## config.mk

```make
export PLATFORM = sky130hd
export DESIGN_NAME = npg_tree
export DESIGN_NICKNAME = d
export VERILOG_FILES = /design/src/npg_pkg.sv /design/src/npg_tree.sv
export SDC_FILE = /design/constraint.sdc
export NUM_CORES = 2
export LEC_CHECK = 0
export ABC_CLOCK_PERIOD_IN_PS = 3840
export BUFFER_PORTS_ARGS = -buffer_cell sky130_fd_sc_hd__buf_4
export CAP_MARGIN = 20
export CORE_AREA = 10 10 687 689
export DETAILED_ROUTE_END_ITERATION = 7
export DIE_AREA = 0 0 697 699
export GPL_TIMING_DRIVEN = 0
export RECOVER_POWER = 100
export SLEW_MARGIN = 10
export SYNTH_ARGS = -nofsm -noshare
export SYNTH_HDL_FRONTEND = slang
export SYNTH_SLANG_ARGS = --single-unit
```

## constraint.sdc

```tcl
create_clock -name clk -period 3.84 [get_ports clk]
set_input_delay 0.768 -clock clk [delete_from_list [all_inputs] [get_ports clk]]
set_output_delay 0.768 -clock clk [all_outputs]
set_load 0.01 [all_outputs]
```

## src/npg_pkg.sv

```systemverilog
// ----------------------------------------------------------------------------
// npg_pkg
// Shared constants, types and helpers for the nearest-prototype grid
// classifier: field widths, internal arithmetic widths and tree node type.
// ----------------------------------------------------------------------------
package npg_pkg;

  localparam int MAX_PROTOTYPES = 16;
  localparam int COORD_BITS     = 32;

  localparam int DATA_W     = 32;
  localparam int CFG_IDX_W  = 3;
  localparam int ACT_W      = 5;
  localparam int EIDX_W     = 4;
  localparam int CLASS_W    = 8;
  localparam int GRID_W     = 12;

  localparam int IDX_W       = (MAX_PROTOTYPES > 1) ? $clog2(MAX_PROTOTYPES) : 1;
  localparam int TREE_LEVELS = $clog2(MAX_PROTOTYPES);
  localparam int TREE_LANES  = 1 << TREE_LEVELS;

  // Arithmetic widths: grid index times step, cell centre, difference,
  // square halves, square and summed distance. All exact.
  localparam int PROD_W = COORD_BITS + GRID_W + 1;
  localparam int CTR_W  = PROD_W + 1;
  localparam int DIFF_W = CTR_W + 1;
  localparam int LO_W   = DIFF_W / 2;
  localparam int HI_W   = DIFF_W - LO_W;
  localparam int SQ_W   = 2 * DIFF_W;
  localparam int DIST_W = SQ_W + 1;

  localparam int STEP_RESET   = 65536;
  localparam int ACTIVE_RESET = 1;

  typedef enum logic {
    FUNC_LOAD     = 1'b0,
    FUNC_CLASSIFY = 1'b1
  } func_t;

  typedef enum logic [CFG_IDX_W-1:0] {
    CFG_X_ORIGIN = 3'd0,
    CFG_X_STEP   = 3'd1,
    CFG_Y_ORIGIN = 3'd2,
    CFG_Y_STEP   = 3'd3,
    CFG_ACTIVE   = 3'd4
  } cfg_reg_t;

  typedef struct packed {
    logic signed [COORD_BITS-1:0] x_origin;
    logic signed [COORD_BITS-1:0] x_step;
    logic signed [COORD_BITS-1:0] y_origin;
    logic signed [COORD_BITS-1:0] y_step;
  } grid_cfg_t;

  typedef struct packed {
    logic                act;
    logic [DIST_W-1:0]   sq_dist;
    logic [IDX_W-1:0]    idx;
    logic [CLASS_W-1:0]  cls;
  } node_t;

  // Right side wins only when strictly closer: lower index keeps ties.
  function automatic node_t pick(input node_t lft, input node_t rgt);
    node_t res;
    if (rgt.act && (!lft.act || (rgt.sq_dist < lft.sq_dist))) begin
      res = rgt;
    end else begin
      res = lft;
    end
    return res;
  endfunction

endpackage

```

## src/npg_tree.sv

```systemverilog
// ----------------------------------------------------------------------------
// npg_tree
// Registered minimum tree over the lane distances, one level per stage.
// Lower index wins on equal distance; inactive lanes never win.
// ----------------------------------------------------------------------------
module npg_tree (
  input  logic                          clk,
  input  logic                          rst_n,
  input  logic                          en,
  input  logic                          lane_valid,
  input  logic [npg_pkg::DIST_W-1:0]    lane_dist [npg_pkg::MAX_PROTOTYPES],
  input  logic [npg_pkg::CLASS_W-1:0]   dist_cls [npg_pkg::MAX_PROTOTYPES],
  input  logic [npg_pkg::MAX_PROTOTYPES-1:0] lane_act,
  output logic                          root_valid,
  output npg_pkg::node_t                root
);

  localparam int NL = npg_pkg::TREE_LANES;
  localparam int LV = npg_pkg::TREE_LEVELS;

  npg_pkg::node_t leaf [NL];

  always_comb begin
    for (int i = 0; i < NL; i++) begin
      leaf[i] = '0;
      if (i < npg_pkg::MAX_PROTOTYPES) begin
        leaf[i].act     = lane_act[i];
        leaf[i].sq_dist = lane_dist[i];
        leaf[i].idx     = npg_pkg::IDX_W'(i);
        leaf[i].cls     = dist_cls[i];
      end
    end
  end

  if (LV == 0) begin : g_single
    assign root_valid = lane_valid;
    assign root       = leaf[0];
  end else begin : g_tree
    logic [LV-1:0]  vld_r;
    npg_pkg::node_t node_r [1:NL-1];

    always_ff @(posedge clk) begin
      if (!rst_n) begin
        vld_r <= '0;
      end else if (en) begin
        vld_r[0] <= lane_valid;
        for (int j = 1; j < LV; j++) begin
          vld_r[j] <= vld_r[j-1];
        end
      end
    end

    // Heap order: node k has children 2k and 2k+1; the bottom row reads leaves.
    for (genvar k = 1; k < NL; k++) begin : g_node
      npg_pkg::node_t lc, rc;
      if (2 * k >= NL) begin : g_bottom
        assign lc = leaf[2*k-NL];
        assign rc = leaf[2*k+1-NL];
      end else begin : g_inner
        assign lc = node_r[2*k];
        assign rc = node_r[2*k+1];
      end
      always_ff @(posedge clk) begin
        if (en) begin
          node_r[k] <= npg_pkg::pick(lc, rc);
        end
      end
    end

    assign root_valid = vld_r[LV-1];
    assign root       = node_r[1];
  end

endmodule

```

==> impl_metrics.yaml <==
sta:
  drv_slew: 155
  setup_viol: 690
  finalCritPeriodShare_pct: 106.3
  rsz0062_at_grt: "yes"
  setup_slack_ps: -242.9
  max-slew-margin-rel_pct: -50.84
  timing.final.crit_period_ps: 4083
  fin_worst_skew_ps: 78.51
  tightest_slew_ps: 2263
  final_hold_viol_count: 0
  fmax_ghz: 0.2449
power_and_ir_drop:
  power_density_mw_per_mm2: 426.1
  swShare_pct: 31.00
  p_leak_nw: 60.94
  pwr-share-comb_pct: 26.3
  ir_worst_vdd_mv: 0.3345
  p_switching_mw: 17.85
  seq_power_share_pct: 40.2
  internal_power_mw: 39.73
  p_clk_share_pct: 33.5
floorplan:
  top_level_ports: 1777
  row_count: 249
  die_w_um: 697
  die-area_mm2: 0.4872
  start_util_pct: 22.40
  core-area_mm2: 0.4583
  die_y_um: 699
setup_path:
  crit_top_cell: "buf_6"
  cp_cell_sequence: "clkbuf_1 > ha_1 > nand4_1 > nor3_2 > and3_1 > nand2_1 > a311oi_1 > a221oi_1 > nand2_4 > buf_6 > buf_6 > mux2_4"
  cp_max_fo: 10
  r2r_slack_ps: -180
  start_kind: "input pin"
  crit_end: "g_tree.node_r[0][1274]"
  crit_type: "input pin to flop"
  max_stage_delay_ps: 600
  worstRegToRegCells: 12
  reg2reg_from: "g_tree.node_r[0][1700]"
  end_kind: "flop"
  rr_endpoint: "g_tree.node_r[0][818]"
  cp.required_ps: 4500
  critical_path.slowest_cell: "nor3_2"
  startpoint: "lane_dist[838]"
  worstPathArrival_ps: 4740
logic_synthesis:
  synth_top_area_share_pct: 46.39
  synth_ff_type: "edfxtp_1"
  synthesis.yosys.warnings: 0
  synth_async_sr_flop_share_pct: 0
  netlist_area_mm2: 0.1027
  synthesis.nets: 11390
  yosys-top-cells-area: "edfxtp_1, ha_1, mux2_2"
  syn_inst: 8308
  yosys.area.top_type: "edfxtp_1"
  syn_avg_cell_area_um2: 12.36
  synth-seq-cells: 1590
  yosysSeqAreaShare_pct: 46.47
  synth_cell_types: 80
  synth-edff-count: 1586
flow_run:
  maxCapViolCount: 2
final_layout:
  seqCellArea_mm2: 0.04771
  fillCellCount: 46950
  layout_commonest_cell: "buf_4"
  areaGrowthSynthToFinish_pct: 31.63
  multi_input_area_mm2: 0.05003
  fin_cells: 16890
  final_cell_mix: "buf_4, edfxtp_1, inv_1"
  drive_above_1_share_pct: 36.72
  num-nets-final: 13560
cts:
  htreeDepth: 4
  cts_buffers: 204
  clk_pin_slew_worst_paths_ps: 60
  clockBufferDepth: 4
  cts-root-buf: "clkbuf_16"
  clk-insertion-delay-late_ps: 930
  clock-sinks: 1590
  tritoncts: "done"
route:
  drt-initial-drc-count: 5764
  vias: 76060
  via_per_inst: 4.504
  first_pass_iters: 6
  drtAntennaViolNets: 0
  finalWirelength_um: 515700
  routedWlPerCell_um: 30.54
  drt_drc_violations_left: 0
grt:
  gr-usage-all-layers_pct: 20.05
  grt-ovfl-total: 0
  grt_max_degree: 154
  grt_first_pass_wirelength_um: 668200
  first_global_vias: 76170
  antenna_found_initial: 189
placement:
  place_congestion: 0.9381
  io_buffers: 1776
  place_hpwl_um: 440800
  place_ws_ps: -2553
  placedCellCount: 16280
min_path:
  hold_class: "input pin to flop"
  hold_depth: 2
status:
  status: "finished, violations left"
  violations: "capacitance limit, slew limit, setup timing"
==> layer usage <==
metal	wire, um	track usage, %	vias up
met5	475	0	-
met4	22960	7.605	72
met3	30490	4.007	690
met2	260700	36.35	2604
met1	201100	23.16	37510
li1	-	-	35180
==> timing repair <==
item,4_1_cts,5_1_grt
setup buffers,86,32
pin swaps,57,38
hold buffers,0,0
endpoints found under the setup margin,1547,931
gates resized for setup,426,234
cloned,11,21
==> Yosys cell counts, types with 13 or more instances <==
| cell type | count |
|---|---|
| edfxtp_1 | 1586 |
| inv_1 | 1461 |
| ha_1 | 1410 |
| mux2_2 | 1316 |
| a21oi_1 | 475 |
| a21o_1 | 326 |
| nand4_1 | 253 |
| nand2_1 | 232 |
| o21ai_0 | 151 |
| mux2_1 | 122 |
| mux2_4 | 118 |
| nand3_1 | 114 |
| buf_2 | 84 |
| nor2_1 | 74 |
| nor3_1 | 48 |
| buf_4 | 40 |
| nor4_1 | 37 |
| a211oi_1 | 35 |
| nor2b_1 | 34 |
| and4_1 | 33 |
| a221oi_1 | 31 |
| o21a_1 | 24 |
| a2111oi_0 | 23 |
| nand2b_1 | 20 |
| o211ai_1 | 19 |
| or2_2 | 19 |
| a221o_1 | 17 |
| and3_1 | 16 |
| buf_6 | 14 |
| buf_8 | 13 |
==> registers in the layout, summed over array words and instances (netlist names) <==
name / count
g_tree.node_r: 1586
g_tree.vld_r: 4
==> worst max-delay path, delay by kind of cell <==
family          cells  cell delay, ps
simple gates        5            1920
buf+inv             3             780
compound gates      2             530
mux                 1             360
fa+ha+maj           1             320
==> power by group through the flow <==
stage                     Combinational, mW  Clock (mW)  Sequential [mW]
after global placement                 13.6           0             24.2
final                                  15.1        19.3             23.1
after floorplan                        7.14           0             22.7
after detailed placement               13.8           0             23.7
after global routing                   16.4        20.5             23.3
after CTS                              15.0        19.9             23.2
==> through the flow <==
stage               total power, mW  hold WS, ps  util (%)  instance area (um^2)  TNS [ps]
floorplan                     29.83        482.4         -                102700         0
global placement              37.75        499.4     26.99                123700         -
detailed placement            37.52        513.9     27.17                124500  -2623690
CTS                           58.10        19.62     29.25                134000     -5634
global route                  60.26        69.75     29.47                135100    -92120
finish                        57.58        131.0     29.49                135100    -54190
==> final cells by class <==
class                           instances  share of cell area (%)
Multi-Input combinational cell       5088                   37.02
Clock buffer                          241                   3.927
Buffer                                164                   1.454
Antenna cell                           99                  0.1833
Timing Repair Buffer                 1968                   11.46
Tap cell                             6149                   5.693
Sequential cell                      1590                   35.30
Inverter                             1461                   4.060
Clock inverter                        129                  0.8944
==> kinds of logic after synthesis <==
| group | Yosys count | synth area share (%) |
|---|---|---|
| buf+inv | 1630 | 6.548 |
| compound gates | 1202 | 7.490 |
| fa+ha+maj | 1410 | 17.18 |
| mux | 1560 | 17.54 |
| flops | 1590 | 46.47 |
| simple gates | 916 | 4.771 |
==> how the worst min path moves through the flow <==
| stage | startpoint | endpoint | slack (ps) |
|---|---|---|---|
| 2_1_floorplan | g_tree.vld_r[0] | g_tree.vld_r[0] | 480 |
| 3_3_place_gp | g_tree.vld_r[1] | g_tree.vld_r[1] | 500 |
| 3_5_place_dp | g_tree.vld_r[1] | g_tree.vld_r[1] | 510 |
| 4_1_cts | rst_n | g_tree.vld_r[0] | 20 |
| 5_1_grt | rst_n | g_tree.vld_r[0] | 70 |
| 6_report | lane_dist[1089] | g_tree.node_r[0][1136] | 130 |
(Power assumes the default switching activity.)
