## src/npg_pkg.sv

```systemverilog
// ----------------------------------------------------------------------------
// npg_pkg
// Shared constants, types and helpers for the nearest-prototype grid
// classifier: field widths, internal arithmetic widths and tree node type.
// ----------------------------------------------------------------------------
package npg_pkg;

  localparam int MAX_PROTOTYPES = 16;
  localparam int COORD_BITS     = 32;

  localparam int DATA_W     = 32;
  localparam int CFG_IDX_W  = 3;
  localparam int ACT_W      = 5;
  localparam int EIDX_W     = 4;
  localparam int CLASS_W    = 8;
  localparam int GRID_W     = 12;

  localparam int IDX_W       = (MAX_PROTOTYPES > 1) ? $clog2(MAX_PROTOTYPES) : 1;
  localparam int TREE_LEVELS = $clog2(MAX_PROTOTYPES);
  localparam int TREE_LANES  = 1 << TREE_LEVELS;

  // Arithmetic widths: grid index times step, cell centre, difference,
  // square halves, square and summed distance. All exact.
  localparam int PROD_W = COORD_BITS + GRID_W + 1;
  localparam int CTR_W  = PROD_W + 1;
  localparam int DIFF_W = CTR_W + 1;
  localparam int LO_W   = DIFF_W / 2;
  localparam int HI_W   = DIFF_W - LO_W;
  localparam int SQ_W   = 2 * DIFF_W;
  localparam int DIST_W = SQ_W + 1;

  localparam int STEP_RESET   = 65536;
  localparam int ACTIVE_RESET = 1;

  typedef enum logic {
    FUNC_LOAD     = 1'b0,
    FUNC_CLASSIFY = 1'b1
  } func_t;

  typedef enum logic [CFG_IDX_W-1:0] {
    CFG_X_ORIGIN = 3'd0,
    CFG_X_STEP   = 3'd1,
    CFG_Y_ORIGIN = 3'd2,
    CFG_Y_STEP   = 3'd3,
    CFG_ACTIVE   = 3'd4
  } cfg_reg_t;

  typedef struct packed {
    logic signed [COORD_BITS-1:0] x_origin;
    logic signed [COORD_BITS-1:0] x_step;
    logic signed [COORD_BITS-1:0] y_origin;
    logic signed [COORD_BITS-1:0] y_step;
  } grid_cfg_t;

  typedef struct packed {
    logic                act;
    logic [DIST_W-1:0]   sq_dist;
    logic [IDX_W-1:0]    idx;
    logic [CLASS_W-1:0]  cls;
  } node_t;

  // Right side wins only when strictly closer: lower index keeps ties.
  function automatic node_t pick(input node_t lft, input node_t rgt);
    node_t res;
    if (rgt.act && (!lft.act || (rgt.sq_dist < lft.sq_dist))) begin
      res = rgt;
    end else begin
      res = lft;
    end
    return res;
  endfunction

endpackage

```

## src/npg_front.sv

```systemverilog
// ----------------------------------------------------------------------------
// npg_front
// Input stage and cell-centre stage. Multiplies grid indexes by the steps,
// adds the origins, and holds the prototype table written by load items.
// ----------------------------------------------------------------------------
module npg_front (
  input  logic                                      clk,
  input  logic                                      rst_n,
  input  logic                                      en,
  input  npg_pkg::grid_cfg_t                        cfg,
  input  logic                                      in_valid,
  input  logic                                      in_func,
  input  logic [npg_pkg::EIDX_W-1:0]                in_entry_index,
  input  logic [npg_pkg::DATA_W-1:0]                in_entry_x,
  input  logic [npg_pkg::DATA_W-1:0]                in_entry_y,
  input  logic [npg_pkg::CLASS_W-1:0]               in_entry_class,
  input  logic [npg_pkg::GRID_W-1:0]                in_cell_row,
  input  logic [npg_pkg::GRID_W-1:0]                in_cell_col,
  output logic                                      ctr_valid,
  output logic signed [npg_pkg::CTR_W-1:0]          ctr_x,
  output logic signed [npg_pkg::CTR_W-1:0]          ctr_y,
  output logic signed [npg_pkg::COORD_BITS-1:0]     tab_x   [npg_pkg::MAX_PROTOTYPES],
  output logic signed [npg_pkg::COORD_BITS-1:0]     tab_y   [npg_pkg::MAX_PROTOTYPES],
  output logic [npg_pkg::CLASS_W-1:0]               tab_cls [npg_pkg::MAX_PROTOTYPES]
);

  localparam int CB = npg_pkg::COORD_BITS;
  localparam int PW = npg_pkg::PROD_W;
  localparam int CW = npg_pkg::CTR_W;

  logic                              s1_valid_r;
  npg_pkg::func_t                    s1_func_r;
  logic [npg_pkg::IDX_W-1:0]         s1_idx_r;
  logic                              s1_idx_ok_r;
  logic signed [CB-1:0]              s1_x_r;
  logic signed [CB-1:0]              s1_y_r;
  logic [npg_pkg::CLASS_W-1:0]       s1_cls_r;
  logic signed [PW-1:0]              s1_mx_r;
  logic signed [PW-1:0]              s1_my_r;

  logic signed [PW-1:0]              col_ext, row_ext, xstep_ext, ystep_ext;
  logic signed [PW-1:0]              mx_nxt, my_nxt;
  logic                              idx_ok_nxt;
  logic signed [CW-1:0]              cx_nxt, cy_nxt;

  logic                              ctr_valid_r;
  logic signed [CW-1:0]              ctr_x_r, ctr_y_r;

  logic signed [CB-1:0]              tab_x_r   [npg_pkg::MAX_PROTOTYPES];
  logic signed [CB-1:0]              tab_y_r   [npg_pkg::MAX_PROTOTYPES];
  logic [npg_pkg::CLASS_W-1:0]       tab_cls_r [npg_pkg::MAX_PROTOTYPES];

  always_comb begin
    col_ext    = {{(PW-npg_pkg::GRID_W){1'b0}}, in_cell_col};
    row_ext    = {{(PW-npg_pkg::GRID_W){1'b0}}, in_cell_row};
    xstep_ext  = {{(PW-CB){cfg.x_step[CB-1]}}, cfg.x_step};
    ystep_ext  = {{(PW-CB){cfg.y_step[CB-1]}}, cfg.y_step};
    mx_nxt     = col_ext * xstep_ext;
    my_nxt     = row_ext * ystep_ext;
    idx_ok_nxt = (32'(in_entry_index) < 32'(npg_pkg::MAX_PROTOTYPES));
    cx_nxt     = {{(CW-CB){cfg.x_origin[CB-1]}}, cfg.x_origin} + {s1_mx_r[PW-1], s1_mx_r};
    cy_nxt     = {{(CW-CB){cfg.y_origin[CB-1]}}, cfg.y_origin} + {s1_my_r[PW-1], s1_my_r};
  end

  always_ff @(posedge clk) begin
    if (!rst_n) begin
      s1_valid_r  <= 1'b0;
      ctr_valid_r <= 1'b0;
    end else if (en) begin
      s1_valid_r  <= in_valid;
      ctr_valid_r <= s1_valid_r && (s1_func_r == npg_pkg::FUNC_CLASSIFY);
    end
  end

  always_ff @(posedge clk) begin
    if (en) begin
      s1_func_r   <= npg_pkg::func_t'(in_func);
      s1_idx_r    <= npg_pkg::IDX_W'(in_entry_index);
      s1_idx_ok_r <= idx_ok_nxt;
      s1_x_r      <= in_entry_x[CB-1:0];
      s1_y_r      <= in_entry_y[CB-1:0];
      s1_cls_r    <= in_entry_class;
      s1_mx_r     <= mx_nxt;
      s1_my_r     <= my_nxt;
      ctr_x_r     <= cx_nxt;
      ctr_y_r     <= cy_nxt;
    end
  end

  // Write the table as a load leaves the first stage, so a classify item
  // reads exactly the loads that came before it.
  always_ff @(posedge clk) begin
    if (en && s1_valid_r && (s1_func_r == npg_pkg::FUNC_LOAD) && s1_idx_ok_r) begin
      tab_x_r[s1_idx_r]   <= s1_x_r;
      tab_y_r[s1_idx_r]   <= s1_y_r;
      tab_cls_r[s1_idx_r] <= s1_cls_r;
    end
  end

  assign ctr_valid = ctr_valid_r;
  assign ctr_x     = ctr_x_r;
  assign ctr_y     = ctr_y_r;
  assign tab_x     = tab_x_r;
  assign tab_y     = tab_y_r;
  assign tab_cls   = tab_cls_r;

endmodule

```

## config.mk

```make
export PLATFORM = sky130hd
export DESIGN_NAME = npg_front
export DESIGN_NICKNAME = d
export VERILOG_FILES = /design/src/npg_pkg.sv /design/src/npg_front.sv
export SDC_FILE = /design/constraint.sdc
export NUM_CORES = 2
export LEC_CHECK = 0
export BUFFER_PORTS_ARGS = -buffer_cell sky130_fd_sc_hd__buf_4
export CORE_AREA = 10 10 560 562
export DETAILED_ROUTE_END_ITERATION = 8
export DIE_AREA = 0 0 570 572
export GPL_TIMING_DRIVEN = 0
export RECOVER_POWER = 25
export SLEW_MARGIN = 30
export SYNTH_ARGS = -nofsm -noshare
export SYNTH_HDL_FRONTEND = slang
export SYNTH_SLANG_ARGS = --single-unit
```

## constraint.sdc

```tcl
create_clock -name clk -period 7.7 [get_ports clk]
set_input_delay 1.155 -clock clk [delete_from_list [all_inputs] [get_ports clk]]
set_output_delay 1.155 -clock clk [all_outputs]
set_load 0.05 [all_outputs]
```

==> impl_metrics.ini <==
[pwr]
power.density_nw_per_um2 = 394.5
swShare = 0.4219
clock_power_share = 0.203
p_seq_frac = 0.264
p_leak_nw = 41.19
intPower_mw = 22.60
p_comb_frac = 0.533
p_sw_mw = 16.49
ir_drop_v = 0.0002960

[place]
finalWeightedCongestion = 0.9083
hpwl_um = 245200
dp_slack_ns = -0.1372
placedInstanceArea_um2 = 94150
port_buffers = 1477
dp.cells = 11057

[sta]
min_period_over_period = 0.9451
maxSlewViolCount = 0
max_freq_mhz = 137.4
slew_headroom = 0.1109
final_hold_viol_count = 0
grt_setup_unrepaired = no
setup_tns_ns = 0
setup_viol = 0
fin_ws_ns = 0.4226
holdWs_ns = 0.5033
finalClockSkew_ns = 0.07746
period_needed_ns = 7.277
worst_slew_pin_slew_ns = 1.334

[yosys]
syn_area_um2 = 74920
synthTopCellsByArea = edfxtp_1 57%, fa_1 18%, ha_1 4.8%
ys_types = 89
ys_ff_latch = 1413
synthArstFlopShare = 0
synthMostInstantiatedCell = edfxtp_1
synth_edf_count = 1411
synth_top_cell_area_share = 0.5656
syn_nets = 6615
yosysSeqAreaShare = 0.5661
yosys_most_used_dff = edfxtp_1
yosysWarnings = 0
synth_common_cells = 1411 x edfxtp_1, 928 x inv_1, 678 x fa_1, 531 x nand2_1, 352 x and2_1
synth_area_per_cell_um2 = 13.83
syn-instance-count = 5416
synth_top_area_cell = edfxtp_1

[detailed_routing]
post-route-drc-count = 0
wl_met1_um = 107000
top_layer_used = met5
drt_iter0_markers = 4220
routed-wl-met2_um = 146100
firstDrtPassIters = 6
vias = 50440
via_per_inst = 4.435
ant_nets = 0
wl_per_cell_um = 26.13
wl_met3_um = 28500
routed_wirelength_um = 297100

[setup_path]
worstSetupEndpointType = flop
worstPathRequired_ns = 8.24
r2r-start = s1_mx_r[0]
worstPathArrival_ns = 7.82
critPathKind = in2reg
slowest_stage = clkbuf_1
cpMostUsedCell = fa_1
startpoint = in_cell_col[7]
start_kind = input port
crit_fanout = 10
reg2reg_depth = 12
path_delay_family = adder cells
slowest_delay_ns = 0.63
cp.depth = 22
path_buf_inv = 6
cp_cell_sequence = buf_4 -> clkbuf_1 -> nand2_1 -> fa_1 -> inv_1 -> fa_1 -> fa_1 -> fa_1 -> inv_1 -> fa_1 -> inv_1 -> ha_1 -> clkbuf_1 -> a21oi_1 -> o221ai_1 -> a221o_1 -> nor3_1 -> a21oi_1 -> a211oi_1 -> o21ai_0 -> a21oi_1 -> xnor2_1

[clocking]
cts-root-buf = clkbuf_16
postCtsSetupBuffers = 0
clockBufferDepth = 4
insertion_delay_ns = 0.83
cts.sinks = 1413
hold_buffers = 0
h-tree-depth = 4
cts_tree = done
path_clk_slew_ns = 0.06
cts_made_buffers = 160
cts_resized = 0

[layout]
nNetsFinal = 8441
layout-drive-gt1-share = 0.2565
fin_cells = 11372
fill_cells = 29754
area.sequential_um2 = 42410
fin_area_um2 = 99080
syn2layout_area_growth_pct = 32.25
multi_input_area_um2 = 28410

[floorplan]
die_w_um = 570
start_util = 0.2481
core_um2 = 302000
rows = 202
die-area_um2 = 326000
die_h_um = 572
ios = 1478

[global_route]
grt_pass1_vias = 52303
globalRouteTotalUtil = 0.1739
grt_pass1_wl_um = 407000
grt_max_degree = 84
grt-ovfl-total = 0
antenna_found_initial = 110

[hold_path]
hold_class = reg2reg
hp-start = ctr_valid
hold_depth = 2

[run]
cap_violations = 0

[outcome]
status = complete, no violations
[sequential cells by signal (all words and copies together), names as in the netlist]
| register | cells |
|---|---|
| ctr_valid | 1 |
| ctr_x | 46 |
| ctr_y | 46 |
| s1_cls_r | 8 |
| s1_func_r | 1 |
| s1_idx_r | 4 |
| s1_mx_r | 45 |
| s1_my_r | 45 |
| s1_valid_r | 1 |
| s1_x_r | 32 |
| s1_y_r | 32 |
| tab_cls | 128 |
| tab_x | 512 |
| tab_y | 512 |
[routing by layer]
layer / vias up / GRT usage
met3: 591 / 0.05698
met2: 2510 / 0.3008
met4: 90 / 0.07666
met5: - / 0
met1: 25489 / 0.1958
li1: 21760 / -
[per-stage QoR]
step,total power [mW],util
2_1_floorplan,25.44,-
3_3_place_gp,30.90,0.3012
3_5_place_dp,31.03,0.3117
4_1_cts,39.37,0.3295
5_1_grt,42.14,0.3279
6_report,39.09,0.3280
[worst paths after layout]
check	endpoint	slack, ns
min reg2reg	ctr_valid	0.50
min	ctr_valid	0.50
max reg2reg	ctr_x[42]	3.42
max	s1_mx_r[41]	0.42
[area by class of cell]
class                      count  share of cell area
sequential                  1413              0.4281
tap                         3978             0.05024
inverter                     928             0.03516
buffer                       191            0.007324
clock buffer                 188             0.04169
clock inverter                97             0.01260
antenna                       29           0.0007324
multi-input combinational   2884              0.2867
timing repair buffer        1664              0.1375
[logic make-up (layout without fill, tap and decap cells)]
| kind of cell | count (synthesis) | after routing | share of synthesized area |
|---|---|---|---|
| flops | 1413 | 1413 | 0.5661 |
| simple gates | 1187 | 1187 | 0.07791 |
| buf+inv | 1119 | 3068 | 0.05618 |
| fa+ha+maj | 966 | 966 | 0.2293 |
| compound gates | 561 | 561 | 0.05059 |
| xor+xnor | 165 | 165 | 0.01929 |
| mux | 5 | 5 | 0.0006681 |
| other cells | 0 | 29 | 0 |
[power groups by stage]
stage	Sequential [mW]	Combinational, mW	Clock, mW
floorplan	11.2	14.2	0
global placement	10.7	20.3	0
detailed placement	10.5	20.6	0
CTS	10.4	20.9	8.14
global route	10.4	23.3	8.43
finish	10.3	20.8	7.93
[tightest hold or removal path, cell delays in order (launching register included)]
cell and delay, ns:
dfxtp_1 0.31, nand2b_1 0.06, a21boi_0 0.08
[layout by cell type, fill, tap and decap left out, types with 27 or more instances in the layout]
cell / instances
clkbuf_16: 161
nand2_1: 531
ha_1: 288
inv_1: 928
clkbuf_1: 276
buf_16: 57
a21o_1: 115
fa_1: 678
a31oi_1: 27
xnor2_1: 114
o21ai_0: 55
and2_1: 352
clkbuf_4: 59
edfxtp_1: 1411
a21oi_1: 180
nand2b_1: 27
buf_4: 1448
nor2_1: 87
xor2_1: 51
clkinv_1: 30
diode_2: 29
nand3_1: 46
No activity file was read; power rests on OpenSTA's default activity.
